File: src/byte_pattern_search_macros.svh
// ----------------------------------------------------------------------------
// Assertion macros shared by the byte pattern search block.
// ----------------------------------------------------------------------------
`ifndef BYTE_PATTERN_SEARCH_MACROS_SVH
`define BYTE_PATTERN_SEARCH_MACROS_SVH

// Same-cycle implication, checked on every clk_i edge outside reset.
`define BPS_ASSERT_IMPL(lbl, ante, cons, msg) \
  lbl: assert property (@(posedge clk_i) disable iff (!rst_ni) (ante) |-> (cons)) \
    else $error(msg);

// Next-cycle implication, checked on every clk_i edge outside reset.
`define BPS_ASSERT_NEXT(lbl, ante, cons, msg) \
  lbl: assert property (@(posedge clk_i) disable iff (!rst_ni) (ante) |=> (cons)) \
    else $error(msg);

`endif

File: src/bpsrch_pkg.sv
// ----------------------------------------------------------------------------
// bpsrch_pkg
// Types and constants of the byte pattern search block.
// ----------------------------------------------------------------------------
package bpsrch_pkg;

  // Longest pattern held in the cell row.
  localparam int PATTERN_MAX = 32;
  // Text position limit; later bytes cannot end a match.
  localparam int MAX_TEXT    = 65536;

  localparam int BYTE_W = 8;
  localparam int OFF_W  = 16;
  localparam int LEN_W  = $clog2(PATTERN_MAX + 1);
  localparam int CNT_W  = $clog2(MAX_TEXT + 1);

  // Request kinds on the input channel.
  typedef enum logic {
    REQ_PATTERN = 1'b0,
    REQ_TEXT    = 1'b1
  } req_e;

  // Compare stage contents, one item behind the cell row.
  typedef struct packed {
    logic                   text;
    logic                   last;
    logic                   qual;
    logic [PATTERN_MAX-1:0] eq;
    logic [OFF_W-1:0]       off;
  } cmp_stage_t;

endpackage

File: src/bpsrch_if.sv
// ----------------------------------------------------------------------------
// bpsrch channel interfaces
// Valid/ready channels for request items and result items.
// ----------------------------------------------------------------------------
interface bpsrch_in_if;
  logic                          valid;
  logic                          ready;
  logic                          req_type;
  logic [bpsrch_pkg::BYTE_W-1:0] data_byte;
  logic                          last;

  modport source (output valid, output req_type, output data_byte, output last,
                  input ready);
  modport sink   (input valid, input req_type, input data_byte, input last,
                  output ready);
endinterface

interface bpsrch_out_if;
  logic                         valid;
  logic                         ready;
  logic                         found;
  logic [bpsrch_pkg::OFF_W-1:0] match_offset;

  modport source (output valid, output found, output match_offset, input ready);
  modport sink   (input valid, input found, input match_offset, output ready);
endinterface

File: src/bpsrch_cell.sv
// ----------------------------------------------------------------------------
// bpsrch_cell
// One slot of the search row: a pattern byte and a text window byte, both
// shifted in from the neighbor, plus the byte compare for this slot.
// ----------------------------------------------------------------------------
module bpsrch_cell (
  input  logic                          clk_i,
  input  logic                          pat_shift_i,
  input  logic                          win_shift_i,
  input  logic                          in_use_i,
  input  logic [bpsrch_pkg::BYTE_W-1:0] pat_i,
  input  logic [bpsrch_pkg::BYTE_W-1:0] win_i,
  output logic [bpsrch_pkg::BYTE_W-1:0] pat_o,
  output logic [bpsrch_pkg::BYTE_W-1:0] win_o,
  output logic                          eq_o
);

  logic [bpsrch_pkg::BYTE_W-1:0] pat_q, pat_d;
  logic [bpsrch_pkg::BYTE_W-1:0] win_q, win_d;

  // Shift next values
  always_comb begin
    pat_d = pat_shift_i ? pat_i : pat_q;
    win_d = win_shift_i ? win_i : win_q;
  end

  // Payload only, no reset
  always_ff @(posedge clk_i) begin
    pat_q <= pat_d;
    win_q <= win_d;
  end

  // Compare the byte entering this slot; unused slots always agree
  assign eq_o  = !in_use_i || (win_i == pat_q);
  assign pat_o = pat_q;
  assign win_o = win_q;

endmodule

File: src/byte_pattern_search.sv
// ----------------------------------------------------------------------------
// byte_pattern_search
// Finds the earliest occurrence of a loaded byte pattern in a byte stream.
// ----------------------------------------------------------------------------
// Usage: items on in_i carry req_type, data_byte and last. Pattern bytes
// (REQ_PATTERN) are loaded first, last flagging the final one; any pattern
// byte abandons a text in progress. Text bytes (REQ_TEXT) then stream in one
// per cycle while ready is high; the item with last set yields one result
// on out_o: found and match_offset (0 when not found). The pattern is kept
// across texts. Throughput: one item per cycle while ready is high.
// Each text byte shifts through a row of PATTERN_MAX cells that compare it
// with the stored pattern in the cycle it is taken; the flags are reduced in
// the next cycle from the compare stage, then registered as the result.
// Stall: the result waits in the output register; the block keeps taking
// items until a second result would need that register, then holds ready
// low until out_o takes the waiting result.
// Reset: rst_ni (async, active low) clears the pattern length, flags and the
// text counter; no pattern is loaded afterward, so searches report not found.
// ----------------------------------------------------------------------------
`include "byte_pattern_search_macros.svh"

module byte_pattern_search (
  input  logic                 clk_i,
  input  logic                 rst_ni,
  bpsrch_in_if.sink            in_i,
  bpsrch_out_if.source         out_o
);

  localparam int PMAX  = bpsrch_pkg::PATTERN_MAX;
  localparam int LEN_W = bpsrch_pkg::LEN_W;
  localparam int CNT_W = bpsrch_pkg::CNT_W;
  localparam int OFF_W = bpsrch_pkg::OFF_W;
  localparam int BW    = bpsrch_pkg::BYTE_W;

  // Control state
  logic [LEN_W-1:0] len_q, len_d;
  logic             too_long_q, too_long_d;
  logic             loading_q, loading_d;
  logic [CNT_W-1:0] cnt_q, cnt_d;
  logic             seen_q, seen_d;
  logic [OFF_W-1:0] first_q, first_d;
  logic             s2_valid_q, s2_valid_d;
  bpsrch_pkg::cmp_stage_t s2_q, s2_d;
  logic             out_valid_q, out_valid_d;
  logic             found_q, found_d;
  logic [OFF_W-1:0] moff_q, moff_d;

  logic             accept, is_text, advance, s2_final, hit;
  logic             pat_shift, win_shift;
  logic [LEN_W-1:0] base_len;
  logic [CNT_W:0]   pos_inc;
  logic [PMAX-1:0]  in_use, eq_vec;
  logic [BW-1:0]    pat_chain [PMAX+1];
  logic [BW-1:0]    win_chain [PMAX+1];

  // Handshake
  assign s2_final = s2_valid_q && s2_q.text && s2_q.last;
  assign advance  = !s2_final || !out_valid_q || out_o.ready;
  assign in_i.ready = advance;
  assign accept   = in_i.valid && advance;
  assign is_text  = (in_i.req_type == bpsrch_pkg::REQ_TEXT);

  // Pattern length seen by an incoming pattern byte
  assign base_len  = loading_q ? len_q : '0;
  assign pat_shift = accept && !is_text && (base_len < LEN_W'(PMAX));
  assign win_shift = accept && is_text;
  assign pos_inc   = {1'b0, cnt_q} + (CNT_W+1)'(1);

  // Cell row
  assign pat_chain[0] = in_i.data_byte;
  assign win_chain[0] = in_i.data_byte;

  for (genvar k = 0; k < PMAX; k++) begin : g_cell
    assign in_use[k] = (LEN_W'(k) < len_q);
    bpsrch_cell u_cell (
      .clk_i       (clk_i),
      .pat_shift_i (pat_shift),
      .win_shift_i (win_shift),
      .in_use_i    (in_use[k]),
      .pat_i       (pat_chain[k]),
      .win_i       (win_chain[k]),
      .pat_o       (pat_chain[k+1]),
      .win_o       (win_chain[k+1]),
      .eq_o        (eq_vec[k])
    );
  end

  // Front: pattern length, text counter, compare stage fill
  always_comb begin
    len_d      = len_q;
    too_long_d = too_long_q;
    loading_d  = loading_q;
    cnt_d      = cnt_q;
    s2_valid_d = advance ? 1'b0 : s2_valid_q;
    s2_d       = s2_q;
    if (accept) begin
      s2_valid_d = 1'b1;
      s2_d.text  = is_text;
      s2_d.last  = in_i.last;
      s2_d.eq    = eq_vec;
      s2_d.off   = OFF_W'(pos_inc - (CNT_W+1)'(len_q));
      s2_d.qual  = (len_q != '0) && !too_long_q && (cnt_q < CNT_W'(bpsrch_pkg::MAX_TEXT))
                   && (pos_inc >= (CNT_W+1)'(len_q));
      if (is_text) begin
        loading_d = 1'b0;
        if (in_i.last) begin
          cnt_d = '0;
        end else if (cnt_q < CNT_W'(bpsrch_pkg::MAX_TEXT)) begin
          cnt_d = pos_inc[CNT_W-1:0];
        end
      end else begin
        cnt_d      = '0;
        loading_d  = !in_i.last;
        too_long_d = loading_q ? too_long_q : 1'b0;
        len_d      = base_len;
        if (base_len < LEN_W'(PMAX)) begin
          len_d = base_len + LEN_W'(1);
        end else begin
          too_long_d = 1'b1;
        end
      end
    end
  end

  // Compare stage: reduce flags, track first match, fill output register
  assign hit = s2_q.text && s2_q.qual && (&s2_q.eq) && !seen_q;

  always_comb begin
    seen_d      = seen_q;
    first_d     = first_q;
    out_valid_d = out_valid_q && !out_o.ready;
    found_d     = found_q;
    moff_d      = moff_q;
    if (s2_valid_q && advance) begin
      if (!s2_q.text) begin
        seen_d  = 1'b0;
        first_d = '0;
      end else if (s2_q.last) begin
        out_valid_d = 1'b1;
        found_d     = seen_q || hit;
        moff_d      = seen_q ? first_q : (hit ? s2_q.off : '0);
        seen_d      = 1'b0;
        first_d     = '0;
      end else if (hit) begin
        seen_d  = 1'b1;
        first_d = s2_q.off;
      end
    end
  end

  // Control registers
  always_ff @(posedge clk_i or negedge rst_ni) begin
    if (!rst_ni) begin
      len_q       <= '0;
      too_long_q  <= 1'b0;
      loading_q   <= 1'b0;
      cnt_q       <= '0;
      seen_q      <= 1'b0;
      first_q     <= '0;
      s2_valid_q  <= 1'b0;
      out_valid_q <= 1'b0;
    end else begin
      len_q       <= len_d;
      too_long_q  <= too_long_d;
      loading_q   <= loading_d;
      cnt_q       <= cnt_d;
      seen_q      <= seen_d;
      first_q     <= first_d;
      s2_valid_q  <= s2_valid_d;
      out_valid_q <= out_valid_d;
    end
  end

  // Payload registers
  always_ff @(posedge clk_i) begin
    s2_q    <= s2_d;
    found_q <= found_d;
    moff_q  <= moff_d;
  end

  assign out_o.valid        = out_valid_q;
  assign out_o.found        = found_q;
  assign out_o.match_offset = moff_q;

  // Checks
  `BPS_ASSERT_IMPL(a_too_long_full, too_long_q, len_q == LEN_W'(PMAX), "overlong flag set early")
  `BPS_ASSERT_NEXT(a_result_out, s2_final && advance, out_valid_q, "result lost")
  `BPS_ASSERT_IMPL(a_offset_zero, out_valid_q && !found_q, moff_q == '0, "offset without match")

endmodule
File: src/flat_wrapper.sv
// flat-port wrapper written by rule: the top's interface ports become plain ports
module byte_pattern_search_flat 
  (clk_i, rst_ni, in_i_valid, in_i_req_type, in_i_data_byte, in_i_last, in_i_ready, out_o_valid, out_o_found, out_o_match_offset, out_o_ready);
  bpsrch_in_if in_i_i ();
  bpsrch_out_if out_o_i ();
  input  logic clk_i;
  input  logic rst_ni;
  input wire logic [$bits(in_i_i.valid)-1:0] in_i_valid;
  input wire logic [$bits(in_i_i.req_type)-1:0] in_i_req_type;
  input wire logic [$bits(in_i_i.data_byte)-1:0] in_i_data_byte;
  input wire logic [$bits(in_i_i.last)-1:0] in_i_last;
  output wire logic [$bits(in_i_i.ready)-1:0] in_i_ready;
  output wire logic [$bits(out_o_i.valid)-1:0] out_o_valid;
  output wire logic [$bits(out_o_i.found)-1:0] out_o_found;
  output wire logic [$bits(out_o_i.match_offset)-1:0] out_o_match_offset;
  input wire logic [$bits(out_o_i.ready)-1:0] out_o_ready;
  assign in_i_i.valid = in_i_valid;
  assign in_i_i.req_type = in_i_req_type;
  assign in_i_i.data_byte = in_i_data_byte;
  assign in_i_i.last = in_i_last;
  assign in_i_ready = in_i_i.ready;
  assign out_o_valid = out_o_i.valid;
  assign out_o_found = out_o_i.found;
  assign out_o_match_offset = out_o_i.match_offset;
  assign out_o_i.ready = out_o_ready;
  byte_pattern_search u_core (.clk_i(clk_i), .rst_ni(rst_ni), .in_i(in_i_i), .out_o(out_o_i));
endmodule
File: config.mk
export PLATFORM = sky130hd
export DESIGN_NAME = byte_pattern_search_flat
export DESIGN_NICKNAME = d
export VERILOG_FILES = /design/src/bpsrch_pkg.sv /design/src/bpsrch_if.sv /design/src/bpsrch_cell.sv /design/src/byte_pattern_search.sv /design/src/flat_wrapper.sv
export VERILOG_INCLUDE_DIRS = /design/src /design/src/src
export SDC_FILE = /design/constraint.sdc
export NUM_CORES = 1
export LEC_CHECK = 0
export ABC_AREA = 1
export BUFFER_PORTS_ARGS = -buffer_cell sky130_fd_sc_hd__buf_2
export CAP_MARGIN = 25
export CORE_ASPECT_RATIO = 1.25
export CORE_UTILIZATION = 45
export CTS_CLUSTER_DIAMETER = 30
export DETAILED_ROUTE_END_ITERATION = 8
export HOLD_SLACK_MARGIN = 0.02
export PLACE_DENSITY_LB_ADDON = 0.1
export SLEW_MARGIN = 20
export SYNTH_ARGS = -nofsm -noshare
export SYNTH_HDL_FRONTEND = slang
export SYNTH_SLANG_ARGS = --single-unit
File: constraint.sdc
create_clock -name clk_i -period 30.5 [get_ports clk_i]
set_clock_uncertainty 0.15 [all_clocks]
set_input_delay 3.05 -clock clk_i [delete_from_list [all_inputs] [get_ports clk_i]]
set_output_delay 3.05 -clock clk_i [all_outputs]
set_load 0.03 [all_outputs]
-- Yosys cells after proc, flatten, opt, wreduce, memory -nomap -nowiden
Index checks and enable logic that the tools add are counted.
- bitwise logic cells: 1
- reductions and logical operators: 96
- equal/unequal tests: 35
- order comparisons: 35
- multiplexer cells: 21
- add/subtract/negate cells: 3
- operator list (operator ; number):
    $eq 8x8->1 ; 32
    $lt 5x6->1 const A ; 16
    $mux 16 ; 5
    $mux 17 ; 3
    $lt 4x6->1 const A ; 8
    $logic_not 1->1 ; 39
    $logic_or 1x1->1 ; 35
    $reduce_and 32->1 ; 1
    $lt 3x6->1 const A ; 4
    $add 17x1->18 const B ; 1
    $ge 18x6->1 ; 1
    $lt 17x17->1 const B ; 1
    $sub 16x6->16 ; 1
    $logic_and 1x1->1 ; 14
    $lt 1x6->1 const A ; 2
    $lt 2x6->1 const A ; 2
    $mux 6 ; 2
    $mux 1 ; 11
    $add 6x1->6 const B ; 1
    $lt 6x6->1 const B ; 1
    $reduce_and 2->1 ; 3
    $reduce_and 3->1 ; 2
    $reduce_bool 6->1 ; 1
    $ne 3x1->1 const B ; 1
    4 further kinds ; 4
- output and inout port bits: 19
- register bits: 616
- input port bits: 14
- logic and storage cells: 269

-- Longest topological paths before layout
Gate-level depths: netlist (run 1).
- depth after elaboration: 8
- gate-level depth with buffers: 17
- mapped depth without buffers: 17

-- By module
A second synthesis (run 1) with hierarchy kept.
- cell total of the unflattened synthesis: 2130
- area, all modules: 25408.1 um2
- modules (own cells, without submodules) (module ; cells an instance ; instances ; area an instance (um2) ; sequential area each (um2)):
    bpsrch_cell ; 48 ; 32 ; 620.6 ; 480.5
    byte_pattern_search ; 594 ; 1 ; 5549.1 ; 3143.0

-- Least setup slack after synthesis (run 1)
OpenSTA, ideal clock, no wires.
- path type: input port to flip-flop
- start point: input port out_o_ready
- end point: register u_core.g_cell[0].u_cell.win_q, in the netlist u_core.g_cell[0].u_cell.win_o[0] (enable)
- required time: 29.489 ns
- path slack: 15.653 ns
- buffers on the path: 0
- stages on the path: 6
- arrival: 13.836 ns
- setup time: 0.861 ns
- cells stage by stage: nor2_1 > inv_1 > nor2_1 > inv_1 > nand2_1 > nor2_1
- word-level cells in the longest chain between the ends: 3
- RTL lines (element ; RTL line ; source):
    start: declaration ; flat_wrapper.sv:16 ; input wire logic [$bits(out_o_i.ready)-1:0] out_o_ready;
    $logic_or 1x1->1 ; byte_pattern_search.sv:58 ; assign advance = !s2_final || !out_valid_q || out_o.ready;
    net in_i_ready ; flat_wrapper.sv:12 ; output wire logic [$bits(in_i_i.ready)-1:0] in_i_ready;
    $logic_and 1x1->1 ; byte_pattern_search.sv:60 ; assign accept = in_i.valid && advance;
    $logic_and 1x1->1 ; byte_pattern_search.sv:66 ; assign win_shift = accept && is_text;
    net u_core.g_cell[0].u_cell.win_shift_i ; bpsrch_cell.sv:9 ; input logic win_shift_i,
    end signal: assignment ; bpsrch_cell.sv:30 ; win_q <= win_d;
    end: declaration ; bpsrch_cell.sv:19 ; logic [bpsrch_pkg::BYTE_W-1:0] win_q, win_d;
The timed path passes the listed nets, and every way through them passes these cells.
A chain may end at the register's enable or synchronous reset.

-- Worst setup path in the final report (run 1)
- start point: input port out_o_ready
- end point: output port in_i_ready
- word-level cells in the longest chain between the ends: 1
- RTL lines (element ; RTL line):
    $logic_or 1x1->1 ; byte_pattern_search.sv:58
    end: declaration ; flat_wrapper.sv:12
No other way between the ends.

==> results by group, run 1 <==
Routing
  • Post-Route WL: 45.7 mm
  • Vias per inst: between 5 and 6
  • Remaining DRCs: 0
  • ANT nets after route: 0
  • DRT iter0 DRCs: 804
  • Drt first pass iters: 5
  • WL per Instance: about 19 um
  • DR vias: 12400

Floorplan
  • Chip height: about 260 um
  • Core region area: approximately 52000 um^2
  • Starting density of the core: 0.458
  • Row count: a little over 90
  • DIE WIDTH: 207 um
  • DIE AREA: 53700 um^2
  • IO Pins: 33

Finish
  • Footprint of the multi-input gates: 4970 um^2
  • Fill cell count: 4070
  • Antenna diode count: 0
  • Reg area: 18300 um^2
  • Nets: about 1700
  • Layout cells sized above 1: 0.160
  • Fin util: 0.558
  • Area growth syn-to-layout: 21.9%

Synth
  • Synth unique cells: 44
  • Cell taking the most area after synthesis: edfxtp_1
  • Synth Area per Inst: around 15 um^2
  • Synth Warn #: 0
  • Post-synth ARST share: 0.0714
  • Net Count, Synth: 1580
  • Main combinational cell family by area after synthesis: simple AND/OR/NAND/NOR gates
  • Post-Synth Adder-Cell Area: 0.00506
  • Flops & latches, synth: 616
  • Synth Instances: approximately 1600
  • Post-synth EDFFs: roughly 570
  • Xor and xnor area share after synthesis: 0.0819
  • Simple-gate share of the synthesized area: 0.0984
  • Netlist Area Pre-Place: about 24000 um^2
  • Share of Yosys cell area claimed by the top area cell type: 0.724
  • Synth Flop Type: edfxtp_1
  • Compound-Gate Fraction of Synth Area: 0.0229
  • Synth top area cells: edfxtp_1, xnor2_1, dfrtp_1
  • Mux cell area share after synthesis: 0.000422
  • Sequential area share after synthesis: 0.770

Critical path
  • Crit path capture type: output port
  • Setup crit start kind: input port
  • WP data arrival: 3.97 ns
  • Worst reg2reg path depth: 8
  • Setup slack, reg-to-reg: 25.67 ns
  • Crit path kind: input port to output port
  • Critical path required time: 27.30 ns
  • CP max FO: 3

Global routing
  • Met1 GRT Util: 0.211
  • Largest net degree at the start of global routing: 162
  • Met3 Resource Use GR: 0.0345
  • Antenna violations before repair: 1
  • GR Util All Layers: 0.175
  • Global-route wire length before repair: about 71 mm
  • GR peak layer: met2
  • Grt met2 use: 0.311
  • Vias in the first global route: 12900
  • Total gr overflow: 0

Clock network
  • CTS max path bufs: 3
  • Post-CTS sizing: 0
  • Clk_lat worst skew: between 0.6 and 0.7 ns
  • CTS tree: built
  • Clock sink count: between 600 and 700
  • Post-CTS setup repair buffer count: 0
  • Worst-path clk slew: around 0.050 ns
  • Total CTS buffers: approximately 110
  • H-tree depth: 3
  • Root Buffer: clkbuf_16
  • Hold-fix buffers, CTS: 0

Pwr
  • Pleak: about 10 nW
  • Pwr Total: 2.41 mW
  • Pwr dens: roughly 83 nW/um^2
  • Worst vdd ir: about 0.000053 V

STA
  • Setup TNS: 0 ns
  • Max-slew violations: 0
  • Minimum clock period: 7.16 ns
  • Period utilisation layout: 0.235
  • RSZ-0062 raised after global routing: no
  • Highest Clock Rate: 0.140 GHz
  • Worst-Margin Slew: slightly above 1 ns
  • Max transition margin: 0.323
  • Final hold vios: 0
  • Final setup margin: approximately 23 ns
  • Min Hold Slack: between 0.2 and 0.3 ns
  • # setup viols final: 0

Placement
  • IO buf count: 32
  • Hpwl dp: 29.3 mm
  • DP Worst Slack: between 20 and 25 ns
  • Placer Congestion: approximately 0.8

Flow run
  • Max cap viols: 0

Outcome
  • Outcome: complete, no violations

Worst hold path
  • Worst Hold Depth: 0
  • Hold Path Class: flip-flop to flip-flop
-- cell usage in the layout (no fill, tap or decap), types with 8 or more instances in the layout --
master	instances
edfxtp_1	572
nand2_1	252
xnor2_1	164
clkbuf_16	115
inv_1	114
nand4_1	80
xor2_1	58
nor2_1	55
dfrtp_1	44
nand3_1	41
or2_2	34
buf_2	32
o21ai_0	27
bufinv_16	23
clkbuf_1	16
inv_6	14
clkinv_2	12
clkinv_1	11
o22ai_1	11
o221ai_1	9
clkinvlp_4	9
buf_4	9
nor3_1	8
nor4_1	8
ha_1	8
-- final timing paths --
check                                                            from                                          end
setup / recovery                                          out_o_ready                                   in_i_ready
hold / removal             u_core.g_cell[2].u_cell.pat_o[4]$_DFFE_PP_   u_core.g_cell[3].u_cell.pat_o[4]$_DFFE_PP_
setup reg to reg                            u_core.s2_q[50]$_DFFE_PP_  u_core.g_cell[24].u_cell.pat_o[0]$_DFFE_PP_
hold reg to reg            u_core.g_cell[2].u_cell.pat_o[4]$_DFFE_PP_   u_core.g_cell[3].u_cell.pat_o[4]$_DFFE_PP_
max in group asynchronous                                      rst_ni                u_core.first_q[3]$_DFFE_PN0P_
min in group asynchronous                                      rst_ni                 u_core.cnt_q[15]$_DFFE_PN0P_
-- kinds of logic (layout without fill, tap and decap cells) --
family | after synthesis | in the layout
AO/OA/AOI/OAI | 82 | 82
XOR/XNOR | 222 | 222
adder cells (fa/ha/maj) | 9 | 9
buffers and inverters | 129 | 375
flip-flops | 616 | 616
multiplexers | 1 | 1
AND/OR/NAND/NOR | 498 | 498
-- critical path, cell delays in order --
cell	delay (ns)
buf_2	0.09
nor2_1	0.15
inv_1	0.07
nor2_1	0.27
inv_1	0.13
buf_2	0.20
-- Yosys cell counts, types with 2 or more instances --
library cell  number
clkbuf_1           6
nor4_1             8
o211ai_1           4
nor2_2             2
nand2_2            7
a21oi_2            2
nand4_1           80
o311ai_0           3
dfrtp_1           44
edfxtp_1         572
o41ai_1            5
xnor2_1          164
ha_1               8
nor2_1            56
inv_1            114
a21oi_1            6
inv_2              2
buf_4              2
nor3_1             8
nand3_1           41
nand2_1          252
buf_2              4
or2_2             34
o21ai_0           27
nor2_4             5
o221ai_1           9
xor2_1            58
o32ai_1            2
a31oi_1            2
o22ai_1           11
o21ai_1            2
a211oi_1           5
-- area by class of cell --
cell class / instances / share of cell area
Clock buffer: 137 / 0.104
Clock inverter: 78 / 0.0379
Inverter: 117 / 0.0152
Multi-Input combinational cell: 812 / 0.172
Sequential cell: 616 / 0.632
Tap cell: 665 / 0.0288
Timing Repair Buffer: 43 / 0.00952
-- metal layers --
| metal | vias to the layer above | wire length, um |
|---|---|---|
| li1 | 5940 | - |
| met1 | 6141 | 18400 |
| met2 | 240 | 24400 |
| met3 | 73 | 2040 |
| met4 | 2 | 904 |
| met5 | - | 13 |
-- power breakdown --
group          switching (mW)  total, mW  internal, mW
logic                  0.0577     0.0884        0.0307
clock network           0.424       1.33         0.902
registers              0.0259      0.998         0.972
total                   0.507       2.41          1.91
-- registers in the layout (all words and copies together), names as in the netlist --
register / count
u_core.g_cell.u_cell.win_o: 248
u_core.out_o.match_offset: 16
u_core.len_q: 6
u_core.out_o.found: 1
u_core.cnt_q: 17
u_core.first_q: 16
u_core.s2_q: 51
u_core.out_o.valid: 1
u_core.seen_q: 1
u_core.g_cell.u_cell.pat_o: 256
u_core.s2_valid_q: 1
u_core.too_long_q: 1
u_core.loading_q: 1
-- stage by stage --
step | std cells | instance area [um^2]
after floorplan | 1557 | 23700
after global placement | 2252 | 24800
after detailed placement | 2253 | 24800
after CTS | 2468 | 28900
after global routing | 2468 | 28900
final | 2468 | 28900
Power figures use the tool's default switching activity.
==> run 2: changes to the inputs <==
clock period = 7.5 ns   (was 30.5 ns; I/O delays follow)
==> run 2 against run 1 <==
- power grew to 4.0 times the previous value
- critical endpoint is now u_core.g_cell[15].u_cell.win_o[3]$_DFFE_PP_
- largest cell class unchanged
- largest power group unchanged
- first-iteration DRC count is 13% higher
- die area stayed put
- routed wire length is 0.38% higher
- sequential power grew to 4.1 times the previous value
==> results by group, run 2 (synthesized netlist as in run 1, its figures left out) <==
Critical path
  • Crit path capture type: flip-flop
  • WP data arrival: 3.25 ns
  • Critical path required time: about 7.6 ns
  • Slowest stage delay, CP: 0.78 ns
  • CP max FO: just under 70
  • CP delay by family, top: buffers and inverters
  • Setup crit start kind: flip-flop
  • Crit path kind: flip-flop to flip-flop
  • Worst reg2reg path depth: 7
  • CP max-delay cell: buf_4
  • CP Depth: 7
  • CP Cell Sequence: nand3_1 -> nor2_1 -> inv_1 -> nand2_1 -> nor2_4 -> buf_4 -> buf_4
  • Most used cell, CP: buf_4
  • Worst Path Buf+Inv: 3

Routing
  • ANT nets after route: 0
  • WL per Instance: around 19 um
  • DRT iter0 DRCs: ~910
  • DR vias: 12500
  • Remaining DRCs: 0
  • Post-Route WL: about 46 mm
  • Drt first pass iters: 7
  • Vias per inst: approximately 5

Finish
  • Most frequent cells in the layout: edfxtp_1, nand2_1, xnor2_1
  • Layout cells sized above 1: 0.157
  • Max FFs per register: approximately 260
  • Antenna diode count: 0
  • Commonest non-fill, non-tap cell in the layout: edfxtp_1
  • Nets: approximately 1700
  • Area growth syn-to-layout: 21.1%

Global routing
  • Vias in the first global route: roughly 13000
  • Largest net degree at the start of global routing: 137
  • Global-route wire length before repair: around 70 mm
  • GR Util All Layers: 0.176
  • Total gr overflow: 0
  • Antenna violations before repair: 2

STA
  • Final hold vios: 0
  • RSZ-0062 raised after global routing: no
  • Highest Clock Rate: roughly 0.32 GHz
  • Period utilisation layout: 0.419
  • Max-slew violations: 0
  • Worst-Margin Slew: about 0.95 ns
  • Max transition margin: 0.366
  • Minimum clock period: 3.14 ns
  • # setup viols final: 0
  • Setup TNS: 0 ns

Clock network
  • CTS tree: built
  • Total CTS buffers: roughly 110
  • H-tree depth: 3
  • Clk_lat worst skew: roughly 0.64 ns
  • Post-CTS setup repair buffer count: 0
  • Clock sink count: slightly above 600
  • CTS max path bufs: 3
  • Worst-path clk slew: around 0.05 ns
  • Root Buffer: clkbuf_16

Placement
  • IO buf count: 32
  • Placer Congestion: between 0.8 and 0.9
  • Hpwl dp: around 29 mm

Floorplan
  • Chip height: ~260 um
  • Row count: just over 90
  • DIE WIDTH: about 210 um
  • IO Pins: 33
  • Core region area: roughly 52000 um^2
  • DIE AREA: approximately 54000 um^2
  • Starting density of the core: 0.458

Pwr
  • Worst vdd ir: between 0.0002 and 0.00025 V
  • Pwr dens: between 300 and 400 nW/um^2
  • Pleak: a little over 10 nW
  • Pwr Total: between 9 and 10 mW

Worst hold path
  • Worst Hold Depth: 1
  • Hold Path Class: input port to flip-flop

Flow run
  • Max cap viols: 0

Outcome
  • Outcome: complete, no violations
-- run 2: area by class of cell --
class	count	area [um^2]
clock buffer	119	2820
clock inverter	84	1090
fill	4135	23100
inverter	117	439
multi-input combinational	812	4970
sequential	616	18300
tap	665	832
timing repair buffer	45	295
-- run 2: power by group --
part,total [mW],internal (mW),switching [mW]
Combinational,0.361,0.126,0.235
Sequential,4.06,3.95,0.108
Clock,5.16,3.52,1.64
Total,9.58,7.60,1.98
-- run 2: path summary, 6_finish.rpt --
check / startpoint / endpoint / slack (ns)
setup / recovery: u_core.s2_q[50]$_DFFE_PP_ / u_core.g_cell[15].u_cell.win_o[3]$_DFFE_PP_ / 4.36
max in group asynchronous: rst_ni / u_core.len_q[5]$_DFFE_PN0P_ / 6.21
hold / removal: in_i_req_type / u_core.s2_q[50]$_DFFE_PP_ / 0.16
hold reg to reg: u_core.g_cell[16].u_cell.win_o[2]$_DFFE_PP_ / u_core.g_cell[17].u_cell.win_o[2]$_DFFE_PP_ / 0.28
setup reg to reg: u_core.s2_q[50]$_DFFE_PP_ / u_core.g_cell[15].u_cell.win_o[3]$_DFFE_PP_ / 4.36
min in group asynchronous: rst_ni / u_core.cnt_q[13]$_DFFE_PN0P_ / 0.55
-- run 2: stage by stage --
stage               hold WS, ns  std cells  instance area (um^2)   util  worst slack, ns
detailed placement        0.282       2253                 24800  0.479             3.92
global route              0.138       2458                 28700  0.555             4.14
global placement          0.278       2253                 24800  0.479             3.93
floorplan                 0.276       1557                 23700      -            0.322
finish                    0.156       2458                 28700  0.555             4.36
CTS                       0.117       2457                 28700  0.554             4.30
-- run 2: what timing repair did --
action / in CTS / in global routing
resized for setup: 0 / 0
hold buffers: 1 / 0
hold endpoints to repair: 44 / 0
-- run 2: per-layer routing --
metal	wire length (um)	up-vias	GRT usage
met4	1220	4	0.0792
met5	18	-	0
met1	17800	6270	0.198
met3	1780	85	0.0353
met2	25100	221	0.321
li1	-	5933	-
-- run 2: worst register-to-register path, delay by kind of cell, from the launching register on --
family,cells,cell delay [ns]
AND/OR/NAND/NOR,4,0.48
flip-flops,1,0.42
buffers and inverters,3,1.64
